File: src/hdl/sclp_pkg.sv
// Package for the serial command line parser.
// Holds byte codes, line scan state type and the blink prefix table.
// No dependencies.
package sclp_pkg;

	localparam int LINE_CAPACITY = 32;
	localparam int CNT_W = $clog2(LINE_CAPACITY);
	localparam logic [CNT_W-1:0] CNT_MAX = CNT_W'(LINE_CAPACITY - 1);

	localparam logic [7:0] CH_NUL   = 8'h00;
	localparam logic [7:0] CH_TAB   = 8'h09;
	localparam logic [7:0] CH_LF    = 8'h0a;
	localparam logic [7:0] CH_CR    = 8'h0d;
	localparam logic [7:0] CH_SPACE = 8'h20;
	localparam logic [7:0] CH_PLUS  = 8'h2b;
	localparam logic [7:0] CH_MINUS = 8'h2d;
	localparam logic [7:0] CH_ZERO  = 8'h30;
	localparam logic [7:0] CH_NINE  = 8'h39;

	localparam logic [2:0] PREFIX_LEN = 3'd6;
	localparam logic [2:0] POS_MAX    = 3'd7;

	localparam logic [8:0] MAG_SAT   = 9'd256;
	localparam logic [8:0] MAG_LIMIT = 9'd25;
	localparam logic [8:0] DRIVE_MAX = 9'd255;

	localparam logic RES_DRIVE = 1'b0;
	localparam logic RES_BLINK = 1'b1;

	typedef enum logic [1:0] {
		NUM_START,
		NUM_SIGN,
		NUM_DIGITS,
		NUM_DONE
	} num_phase_t;

	typedef struct packed {
		logic [CNT_W-1:0] stored_count;
		logic             leading_blank;
		logic [2:0]       prefix_position;
		logic             prefix_broken;
		logic [7:0]       tail_char;
		logic             tail_has_text;
		num_phase_t       number_phase;
		logic             negative_sign;
		logic [8:0]       magnitude;
		logic             cut_by_zero;
		logic             has_content;
	} line_state_t;

	localparam line_state_t LINE_CLEAR = '{
		stored_count:    '0,
		leading_blank:   1'b1,
		prefix_position: 3'd0,
		prefix_broken:   1'b0,
		tail_char:       8'h00,
		tail_has_text:   1'b0,
		number_phase:    NUM_START,
		negative_sign:   1'b0,
		magnitude:       9'd0,
		cut_by_zero:     1'b0,
		has_content:     1'b0
	};

	typedef struct packed {
		logic               fire;
		logic               kind;
		logic signed [8:0]  drive;
		logic [7:0]         cmd;
	} line_result_t;

	function automatic logic [7:0] blink_char(input logic [2:0] pos);
		logic [7:0] ch;
		unique case (pos)
			3'd0: ch = 8'h42;
			3'd1: ch = 8'h4c;
			3'd2: ch = 8'h43;
			3'd3: ch = 8'h4d;
			3'd4: ch = 8'h44;
			3'd5: ch = 8'h3a;
			default: ch = 8'h00;
		endcase
		return ch;
	endfunction

	function automatic logic is_blank(input logic [7:0] c);
		return (c == CH_SPACE) || (c >= CH_TAB && c <= CH_CR);
	endfunction

endpackage

File: src/hdl/sclp_in_if.sv
// Input channel of the serial command line parser: one received byte per item.
// No dependencies.
interface sclp_in_if;
	logic       valid;
	logic       ready;
	logic [7:0] rx_byte;

	modport source (output valid, output rx_byte, input ready);
	modport sink (input valid, input rx_byte, output ready);
endinterface

File: src/hdl/sclp_out_if.sv
// Result channel of the serial command line parser: drive value or blink command.
// No dependencies.
interface sclp_out_if;
	logic              valid;
	logic              ready;
	logic              result_kind;
	logic signed [8:0] drive_value;
	logic [7:0]        command_char;

	modport source (output valid, output result_kind, output drive_value,
		output command_char, input ready);
	modport sink (input valid, input result_kind, input drive_value,
		input command_char, output ready);
endinterface

File: src/hdl/sclp_scan.sv
// Line scanner: holds the per-line state and updates it once per accepted byte.
// Produces the result of a line when its newline arrives. Depends on sclp_pkg.
module sclp_scan (
	input  logic                  clk,
	input  logic                  arst_n,
	input  logic                  accept,
	input  logic [7:0]            rx_byte,
	output sclp_pkg::line_result_t result
);
	import sclp_pkg::*;

	line_state_t st_q;
	line_state_t st_nxt;

	logic       blank;
	logic       digit;
	logic       is_sign;
	logic [8:0] mag_x10;
	logic [8:0] mag_sum;
	logic [8:0] mag_nxt;
	logic [8:0] clamped;

	assign blank   = is_blank(rx_byte);
	assign digit   = (rx_byte >= CH_ZERO) && (rx_byte <= CH_NINE);
	assign is_sign = (rx_byte == CH_MINUS) || (rx_byte == CH_PLUS);
	assign mag_x10 = (st_q.magnitude << 3) + (st_q.magnitude << 1);
	assign mag_sum = mag_x10 + {5'd0, rx_byte[3:0]};
	assign mag_nxt = (st_q.magnitude > MAG_LIMIT || mag_sum > MAG_SAT) ? MAG_SAT : mag_sum;

	always_comb begin
		st_nxt = st_q;
		if (rx_byte == CH_LF) begin
			st_nxt = LINE_CLEAR;
		end else if (rx_byte != CH_CR && st_q.stored_count < CNT_MAX) begin
			st_nxt.stored_count = st_q.stored_count + 1'b1;
			if (!st_q.cut_by_zero) begin
				if (rx_byte == CH_NUL) begin
					st_nxt.cut_by_zero = 1'b1;
				end else if (!(st_q.leading_blank && blank)) begin
					st_nxt.leading_blank = 1'b0;
					if (!blank)
						st_nxt.has_content = 1'b1;
					if (st_q.prefix_position < PREFIX_LEN) begin
						if (rx_byte != blink_char(st_q.prefix_position))
							st_nxt.prefix_broken = 1'b1;
					end else begin
						if (st_q.prefix_position == PREFIX_LEN)
							st_nxt.tail_char = rx_byte;
						if (!blank)
							st_nxt.tail_has_text = 1'b1;
					end
					if (st_q.prefix_position < POS_MAX)
						st_nxt.prefix_position = st_q.prefix_position + 3'd1;
					unique case (st_q.number_phase)
						NUM_START: begin
							if (is_sign) begin
								st_nxt.negative_sign = (rx_byte == CH_MINUS);
								st_nxt.number_phase  = NUM_SIGN;
							end else if (digit) begin
								st_nxt.magnitude    = mag_nxt;
								st_nxt.number_phase = NUM_DIGITS;
							end else begin
								st_nxt.number_phase = NUM_DONE;
							end
						end
						NUM_SIGN, NUM_DIGITS: begin
							if (digit) begin
								st_nxt.magnitude    = mag_nxt;
								st_nxt.number_phase = NUM_DIGITS;
							end else begin
								st_nxt.number_phase = NUM_DONE;
							end
						end
						NUM_DONE: begin
						end
						default: begin
						end
					endcase
				end
			end
		end
	end

	always_ff @(posedge clk or negedge arst_n) begin
		if (!arst_n) begin
			st_q <= LINE_CLEAR;
		end else if (accept) begin
			st_q <= st_nxt;
		end
	end

	assign clamped = (st_q.magnitude > DRIVE_MAX) ? DRIVE_MAX : st_q.magnitude;

	always_comb begin
		result.fire  = accept && (rx_byte == CH_LF) && st_q.has_content;
		result.kind  = (!st_q.prefix_broken && st_q.tail_has_text) ? RES_BLINK : RES_DRIVE;
		result.drive = 9'sd0;
		result.cmd   = 8'h00;
		if (result.kind == RES_BLINK)
			result.cmd = st_q.tail_char;
		else
			result.drive = st_q.negative_sign ? -$signed(clamped) : $signed(clamped);
	end

	a_clear_on_newline: assert property (@(posedge clk) disable iff (!arst_n)
		accept && rx_byte == CH_LF |=> st_q.stored_count == '0 && st_q.leading_blank
			&& !st_q.has_content)
		else $error("line state not cleared after newline");

	a_count_bound: assert property (@(posedge clk) disable iff (!arst_n)
		st_q.stored_count <= CNT_MAX)
		else $error("stored count beyond line capacity");

	a_mag_bound: assert property (@(posedge clk) disable iff (!arst_n)
		st_q.magnitude <= MAG_SAT)
		else $error("magnitude beyond saturation");

endmodule

File: src/hdl/serial_command_line_parser.sv
// Serial command line parser, one received byte per item, one item per cycle.
// Each byte is folded into the line state in the cycle it is accepted, and a
// newline that closes a non-empty line loads one result into the output
// register, ready on the next cycle. A byte is taken every cycle while the
// output register is empty or being drained; the output register alone sets
// when input is held off. There is no clearing pass after reset.
// Depends on sclp_pkg, sclp_in_if, sclp_out_if and sclp_scan.
module serial_command_line_parser (
	input  logic      clk,
	input  logic      arst_n,
	sclp_in_if.sink   rx,
	sclp_out_if.source res
);
	import sclp_pkg::*;

	logic         accept;
	line_result_t result;

	logic              valid_q;
	logic              kind_q;
	logic signed [8:0] drive_q;
	logic [7:0]        cmd_q;

	assign rx.ready = !valid_q || res.ready;
	assign accept   = rx.valid && rx.ready;

	sclp_scan u_scan (
		.clk     (clk),
		.arst_n  (arst_n),
		.accept  (accept),
		.rx_byte (rx.rx_byte),
		.result  (result)
	);

	always_ff @(posedge clk or negedge arst_n) begin
		if (!arst_n) begin
			valid_q <= 1'b0;
		end else if (result.fire) begin
			valid_q <= 1'b1;
		end else if (res.ready) begin
			valid_q <= 1'b0;
		end
	end

	always_ff @(posedge clk) begin
		if (result.fire) begin
			kind_q  <= result.kind;
			drive_q <= result.drive;
			cmd_q   <= result.cmd;
		end
	end

	assign res.valid        = valid_q;
	assign res.result_kind  = kind_q;
	assign res.drive_value  = drive_q;
	assign res.command_char = cmd_q;

	a_blink_no_drive: assert property (@(posedge clk) disable iff (!arst_n)
		valid_q && kind_q == RES_BLINK |-> drive_q == 9'sd0)
		else $error("blink result carries a drive value");

	a_drive_no_char: assert property (@(posedge clk) disable iff (!arst_n)
		valid_q && kind_q == RES_DRIVE |-> cmd_q == 8'h00)
		else $error("drive result carries a command character");

	a_drive_range: assert property (@(posedge clk) disable iff (!arst_n)
		valid_q |-> drive_q != -9'sd256)
		else $error("drive value outside clamp range");

	a_no_overwrite: assert property (@(posedge clk) disable iff (!arst_n)
		valid_q && !res.ready |-> !result.fire)
		else $error("result lost while output stalled");

endmodule

File: src/flat_wrapper.sv
// flat-port wrapper written by rule: the top's interface ports become plain ports
module serial_command_line_parser_flat import sclp_pkg::*;
  (clk, arst_n, rx_valid, rx_rx_byte, rx_ready, res_valid, res_result_kind, res_drive_value, res_command_char, res_ready);
  sclp_in_if rx_i ();
  sclp_out_if res_i ();
  input  logic clk;
  input  logic arst_n;
  input wire logic [$bits(rx_i.valid)-1:0] rx_valid;
  input wire logic [$bits(rx_i.rx_byte)-1:0] rx_rx_byte;
  output wire logic [$bits(rx_i.ready)-1:0] rx_ready;
  output wire logic [$bits(res_i.valid)-1:0] res_valid;
  output wire logic [$bits(res_i.result_kind)-1:0] res_result_kind;
  output wire logic [$bits(res_i.drive_value)-1:0] res_drive_value;
  output wire logic [$bits(res_i.command_char)-1:0] res_command_char;
  input wire logic [$bits(res_i.ready)-1:0] res_ready;
  assign rx_i.valid = rx_valid;
  assign rx_i.rx_byte = rx_rx_byte;
  assign rx_ready = rx_i.ready;
  assign res_valid = res_i.valid;
  assign res_result_kind = res_i.result_kind;
  assign res_drive_value = res_i.drive_value;
  assign res_command_char = res_i.command_char;
  assign res_i.ready = res_ready;
  serial_command_line_parser u_core (.clk(clk), .arst_n(arst_n), .rx(rx_i), .res(res_i));
endmodule
File: config.mk
export PLATFORM = sky130hd
export DESIGN_NAME = serial_command_line_parser_flat
export DESIGN_NICKNAME = d
export VERILOG_FILES = /design/src/hdl/sclp_pkg.sv /design/src/hdl/sclp_in_if.sv /design/src/hdl/sclp_out_if.sv /design/src/hdl/sclp_scan.sv /design/src/hdl/serial_command_line_parser.sv /design/src/flat_wrapper.sv
export SDC_FILE = /design/constraint.sdc
export NUM_CORES = 1
export LEC_CHECK = 0
export BUFFER_PORTS_ARGS = -buffer_cell sky130_fd_sc_hd__buf_4
export CAP_MARGIN = 10
export CELL_PAD_IN_SITES_DETAIL_PLACEMENT = 1
export CELL_PAD_IN_SITES_GLOBAL_PLACEMENT = 1
export CORE_MARGIN = 5
export CORE_UTILIZATION = 40
export CTS_CLUSTER_DIAMETER = 80
export DETAILED_ROUTE_END_ITERATION = 10
export PLACE_DENSITY_LB_ADDON = 0.1
export SYNTH_ARGS = -nofsm -noshare
export SYNTH_HDL_FRONTEND = slang
export SYNTH_HIERARCHICAL = 1
export SYNTH_SLANG_ARGS = --single-unit
File: constraint.sdc
create_clock -name clk -period 3.9 [get_ports clk]
set_input_delay 0.39 -clock clk [delete_from_list [all_inputs] [get_ports clk]]
set_output_delay 0.39 -clock clk [all_outputs]
set_load 0.02 [all_outputs]
==> flow_summary_export.csv, run 1 <==
group,metric,value,unit
floorplanning,die_h,103,µm
global_routing,grt_pass1_wl,13300,µm
route,routed_via_density,5.48,
synth,synthTopCellsByCount,"nor2_1, dfrtp_1, nand2_1, ha_1",
timing,worst_slew_pin_slew,0.840,ns
global_routing,grt_usage,0.158,
route,drt-total-wl,7900,µm
floorplanning,io-pin-count,32,
synth,synth_area,0.00344,mm²
pwr,vdd_drop_max,0.000274,V
worst_setup_path,end_kind,"flip-flop",
cts,clk_pin_slew,0.10,ns
synth,synthDistinctLibCells,72,
cts,clock_sink_count,52,
global_routing,antenna_found_initial,0,
synth,ys_warn_count,6,
synth,synth_edf_count,18,
hold_path,hp-class,"input port to asynchronous set/reset pin",
placement,place.gp.congestion,0.803,
worst_setup_path,critPathMaxStageDelay,0.50,ns
worst_setup_path,crit_slowest_cell,"fa_1",
worst_setup_path,required,4.10,ns
route,drtPass1Iterations,4,
synth,synthArstFlopShare,0.654,
placement,hpwl,6040,µm
timing,finalCritPeriodShare,0.793,
pwr,power_leakage,0.00166,µW
cts,clock-root-buffer,"clkbuf_8",
synth,post-synth-top-area-cell,"dfrtp_1",
worst_setup_path,critPathLaunchType,"flip-flop",
floorplanning,dieWidth,103,µm
route,wl_per_cell,16.8,µm
layout,fillerInstances,945,
worst_setup_path,worstSetupPathType,"flip-flop to flip-flop",
route,drt_iter0_drc,89,
timing,hold_viol,0,
pwr,power_density,398,mW/mm²
status,status,"finished clean",
cts,cts_tree,"done",
route,remaining_drc_errors,0,
cts,cts_buffers,5,
flow_run,drv_cap,0,
synth,syn_avg_cell_area,10.2,µm²
worst_setup_path,crit_buf_inv,2,
layout,drive_gt1_frac,0.201,
worst_setup_path,cp_max_fo,6,
floorplanning,start_util,0.415,
route,antenna_left,0,
worst_setup_path,crit_chain,"inv_1, fa_1, inv_1, fa_1, a211oi_1, nor2_1, xnor2_1, a311oi_1, nor2b_1, a31o_1",
timing,max-slew-margin-rel,0.440,
synth,synth.area.top_cells,"dfrtp_1, edfxtp_1, ha_1",
cts,clockBufferDepth,2,
timing,finalCriticalPeriod,3.09,ns
timing,setup_viol,0,
floorplanning,die-area,0.0106,mm²
cts,clk-insertion-delay-late,0.31,ns
synth,syn_inst,337,
synth,synth_fp_nets,370,
global_routing,gr-total-overflow,0,
cts,cts_setup_buffers,0,
synth,seq_area_frac_synth,0.405,
synth,ys_ff_latch,52,
route,routed-via-count,2572,
layout,antenna_cells,0,
timing,tns,0,ns
layout,nNetsFinal,396,
cts,cts_hold_buf,0,
synth,synth_most_common_cell,"nor2_1",
timing,slew_viol_final,0,
timing,hold-worst-slack,0.0104,ns
global_routing,grt_pass1_vias,2600,
floorplanning,std_cell_rows,33,
timing,rsz0062_at_grt,"false",
timing,finClkSkew,0.00668,ns
cts,cts_resized,0,
synth,synth_top_area_share,0.240,
floorplanning,core,0.00830,mm²
layout,post-route-util,0.461,
global_routing,grt_max_degree,35,
worst_setup_path,critical_path.top_delay_family,"adder cells",
cts,h-tree-depth,2,
layout,syn2layout_area_growth,11.2,%
synth,ys.flop_type,"dfrtp_1",
timing,max_clock_freq,0.324,GHz
worst_setup_path,arrival,3.30,ns
placement,port_buffers,31,
==> power breakdown <==
group | internal [µW] | total (µW) | switching (µW)
clock network | 128 | 314 | 186
logic | 209 | 493 | 284
registers | 626 | 715 | 88.9
==> metrics by stage <==
step                      power, µW  cells  instance area, µm²  worst slack (ns)
after global placement         1210    461                3740             0.828
final                          1520    469                3830             0.809
after CTS                      1540    469                3830             0.796
after floorplan                1080    337                3440              1.02
after detailed placement       1220    461                3740             0.726
after global routing           1640    469                3830             0.598
==> registers in the layout, indices dropped and copies added, names as in the netlist <==
name                     flops
u_core/u_scan/st_q          33
u_core/res.result_kind       1
u_core/res.drive_value       9
u_core/res.valid             1
u_core/res.command_char      8
==> area by class of cell <==
cell class                 instances  area (µm²)  area share
timing repair buffer              33         248      0.0647
inverter                          15        56.3      0.0147
clock inverter                     2        16.3     0.00425
multi-input combinational        256        1910       0.499
clock buffer                       6        72.6      0.0190
tap                              105         131      0.0343
sequential                        52        1390       0.364
==> routing by layer <==
layer / up-vias / global-route usage / share of wire
met4: 0 / 0.0359 / 0.011
met5: - / 0 / 0
met3: 8 / 0.0189 / 0.037
li1: 1263 / - / -
met1: 1264 / 0.228 / 0.51
met2: 37 / 0.255 / 0.44
==> cells in the final DEF, fill, tap and decap left out, drive strengths merged, types with 11 or more instances in the layout <==
cell type	count
nor3	13
mux2	11
a21oi	11
o21ai	19
dfrtp	33
nor2	38
buf	33
ha	19
edfxtp	18
nor2b	13
inv	15
nand2	22
==> path summary, 6_finish.rpt <==
kind                                         from                     end  slack, ns  cells past startpoint
min reg2reg                u_core/u_scan/st_q[27]  u_core/u_scan/st_q[27]       0.50                      2
max reg2reg                 u_core/u_scan/st_q[4]   u_core/u_scan/st_q[5]       0.81                     10
min                                        arst_n  u_core/u_scan/st_q[24]       0.01                      1
min in group clk                        res_ready        u_core/res.valid       0.36                      3
max in group asynchronous                  arst_n  u_core/u_scan/st_q[27]       3.56                      1
max                         u_core/u_scan/st_q[4]   u_core/u_scan/st_q[5]       0.81                     10
==> kinds of logic (layout without fill, tap and decap cells) <==
kind of cell / Yosys count / after routing / share of synthesized area
AND/OR/NAND/NOR: 135 / 135 / 0.227
AO/OA/AOI/OAI: 71 / 71 / 0.155
flip-flops: 52 / 52 / 0.405
buffers and inverters: 29 / 56 / 0.0400
adder cells (fa/ha/maj): 21 / 21 / 0.0807
XOR/XNOR: 15 / 15 / 0.0382
multiplexers: 14 / 14 / 0.0545
(Power assumes the default switching activity.)
==> run 2, diff against run 1 <==
==> constraint.sdc (replaced) <==
create_clock -name clk -period 2.9 [get_ports clk]
set_input_delay 0.29 -clock clk [delete_from_list [all_inputs] [get_ports clk]]
set_output_delay 0.29 -clock clk [all_outputs]
set_load 0.02 [all_outputs]
==> run 2 against run 1 <==
Sequential power up 31%. Maximum frequency is 12% higher. Global-route usage increased by 0.79 points. Clock power up 37%. Sequential cell count stayed put. Register-to-register slack worse by 0.68 ns. Power up 39%. Via count grew 2.3%. Worst setup slack lost 0.68 ns. Utilization grew 2.0 points. Cell count grew 3.4%. Count of clock-buffer cells in the layout unchanged. Largest cell class unchanged. Largest power group unchanged.
==> flow_summary_export.csv, run 2 (synthesis gave the netlist of run 1 again) <==
group,metric,value,unit
route,antenna_left,0,
placement,place.gp.congestion,0.812,
route,wl_per_cell,16.9,µm
layout,multiInputGateArea,0.00196,mm²
cts,clock_sink_count,52,
layout,syn2layout_area_growth,16.1,%
global_routing,grt_usage,0.166,
worst_setup_path,r2r_start,"u_core/u_scan/st_q[2]",
route,routed-via-count,2631,
status,status,"finished clean",
pwr,power_density,528,mW/mm²
layout,drive_gt1_frac,0.250,
route,drt_iter0_drc,111,
layout,nNetsFinal,412,
layout,final_cell_mix,"buf_4, nor2_1, dfrtp_1",
cts,clk-insertion-delay-late,0.31,ns
hold_path,worstHoldStart,"res_ready",
worst_setup_path,cp_max_fo,3,
layout,largest_reg_flops,33,
timing,max_clock_freq,0.361,GHz
floorplanning,start_util,0.415,
floorplanning,std_cell_rows,33,
worst_setup_path,end_kind,"flip-flop",
cts,clockBufferDepth,2,
floorplanning,io-pin-count,32,
timing,max-slew-margin-rel,0.572,
cts,cts_buffers,5,
global_routing,grt_pass1_vias,2694,
global_routing,grt_pass1_wl,13800,µm
route,routed_via_density,5.42,
global_routing,gr-total-overflow,0,
route,drt-total-wl,8190,µm
global_routing,grt_max_degree,35,
timing,finalCriticalPeriod,2.77,ns
cts,cts_tree,"done",
layout,seq_area,0.00139,mm²
timing,worst_slew_pin_slew,0.633,ns
pwr,power_leakage,0.00174,µW
timing,slew_viol_final,0,
worst_setup_path,r2r_cells,10,
flow_run,drv_cap,0,
global_routing,antenna_found_initial,0,
placement,port_buffers,31,
timing,setup_viol,0,
hold_path,holdPathStages,3,
timing,finClkSkew,0.00849,ns
layout,regMostFlops,"u_core/u_scan/st_q",
hold_path,hold_path_end,"u_core/res.valid",
route,drtPass1Iterations,4,
cts,clock-root-buffer,"clkbuf_8",
pwr,vdd_drop_max,0.000260,V
cts,cts_setup_buffers,0,
placement,dp.cells,476,
timing,hold_viol,0,
worst_setup_path,required,3.16,ns
worst_setup_path,r2r_setup_slack,0.13,ns
floorplanning,dieWidth,103,µm
floorplanning,die_h,103,µm
worst_setup_path,critPathLaunchType,"flip-flop",
hold_path,hp-class,"input port to flip-flop",
layout,fillerInstances,956,
worst_setup_path,r2r-end,"u_core/u_scan/st_q[2]",
floorplanning,core,0.00830,mm²
layout,post-route-util,0.482,
cts,clk_pin_slew,0.10,ns
timing,finalCritPeriodShare,0.956,
placement,hpwl,6240,µm
layout,final_common_cell,"buf_4",
layout,antenna_cells,0,
route,remaining_drc_errors,0,
worst_setup_path,worstSetupPathType,"flip-flop to flip-flop",
layout,instances_no_fill,485,
floorplanning,die-area,0.0106,mm²
worst_setup_path,arrival,3.03,ns
cts,h-tree-depth,2,
run 2: cell types whose count changed in the layout (fill, tap and decap cells not counted), moves of 2 or more:
cell,previous run,this run
a211oi_1,4,2
a211oi_2,0,2
a311oi_1,2,0
buf_4,33,48
run 2: worst max path at each step:
stage | to | slack (ns) | from
global placement | u_core/u_scan/st_q[5] | -0.05 | rx_rx_byte[3]
global route | u_core/u_scan/st_q[2] | -0.02 | u_core/u_scan/st_q[2]
CTS | u_core/u_scan/st_q[3] | 0.04 | u_core/u_scan/st_q[2]
detailed placement | u_core/u_scan/st_q[3] | -0.13 | rx_rx_byte[3]
floorplan | u_core/u_scan/st_q[2] | 0.12 | rx_rx_byte[3]
finish | u_core/u_scan/st_q[2] | 0.13 | u_core/u_scan/st_q[2]
run 2: critical path, stage by stage, from the launching register on:
cell and delay, ns:
dfrtp_1 0.39, inv_1 0.08, fa_1 0.51, inv_1 0.07, ha_1 0.29, a211oi_2 0.09
or2_2 0.36, a311oi_4 0.31, a311oi_2 0.18, nor4_1 0.25, mux2_4 0.19
run 2: area by class of cell:
type                    count  area share
multi-input cells         256       0.490
flip-flops and latches     52       0.348
repair buffers             49      0.0927
well taps                 105      0.0329
clock buffers               6      0.0182
inverters                  15      0.0141
clock inverters             2     0.00407
run 2: metal layers:
metal,GRT usage,share of wire
met5,0,0
met4,0.0388,0.0087
met3,0.0230,0.030
met2,0.264,0.46
met1,0.241,0.50
run 2: where the power goes:
part           switching, µW  internal [µW]
Combinational            414            324
Clock                    257            173
Sequential              98.3            842
Total                    769           1340
run 2: metrics by stage:
stage	setup WS (ns)	TNS, ns	hold WS, ns	total power (µW)	area (µm²)
global placement	-0.0496	-0.179	0.277	1660	3850
floorplan	0.115	0	-0.00559	1450	3440
detailed placement	-0.131	-0.551	0.281	1680	3850
global route	-0.0158	-0.0301	0.239	2270	4000
finish	0.129	0	0.250	2110	4000
CTS	0.0388	0	0.249	2130	3970
run 2: what timing repair did:
| action | 4_1_cts | 5_1_grt |
|---|---|---|
| resized for setup | 4 | 4 |
| hold buffers | 1 | 0 |
| endpoints found under the hold margin | 33 | 0 |
| setup endpoints to repair | 5 | 7 |
| pin swaps | 0 | 4 |
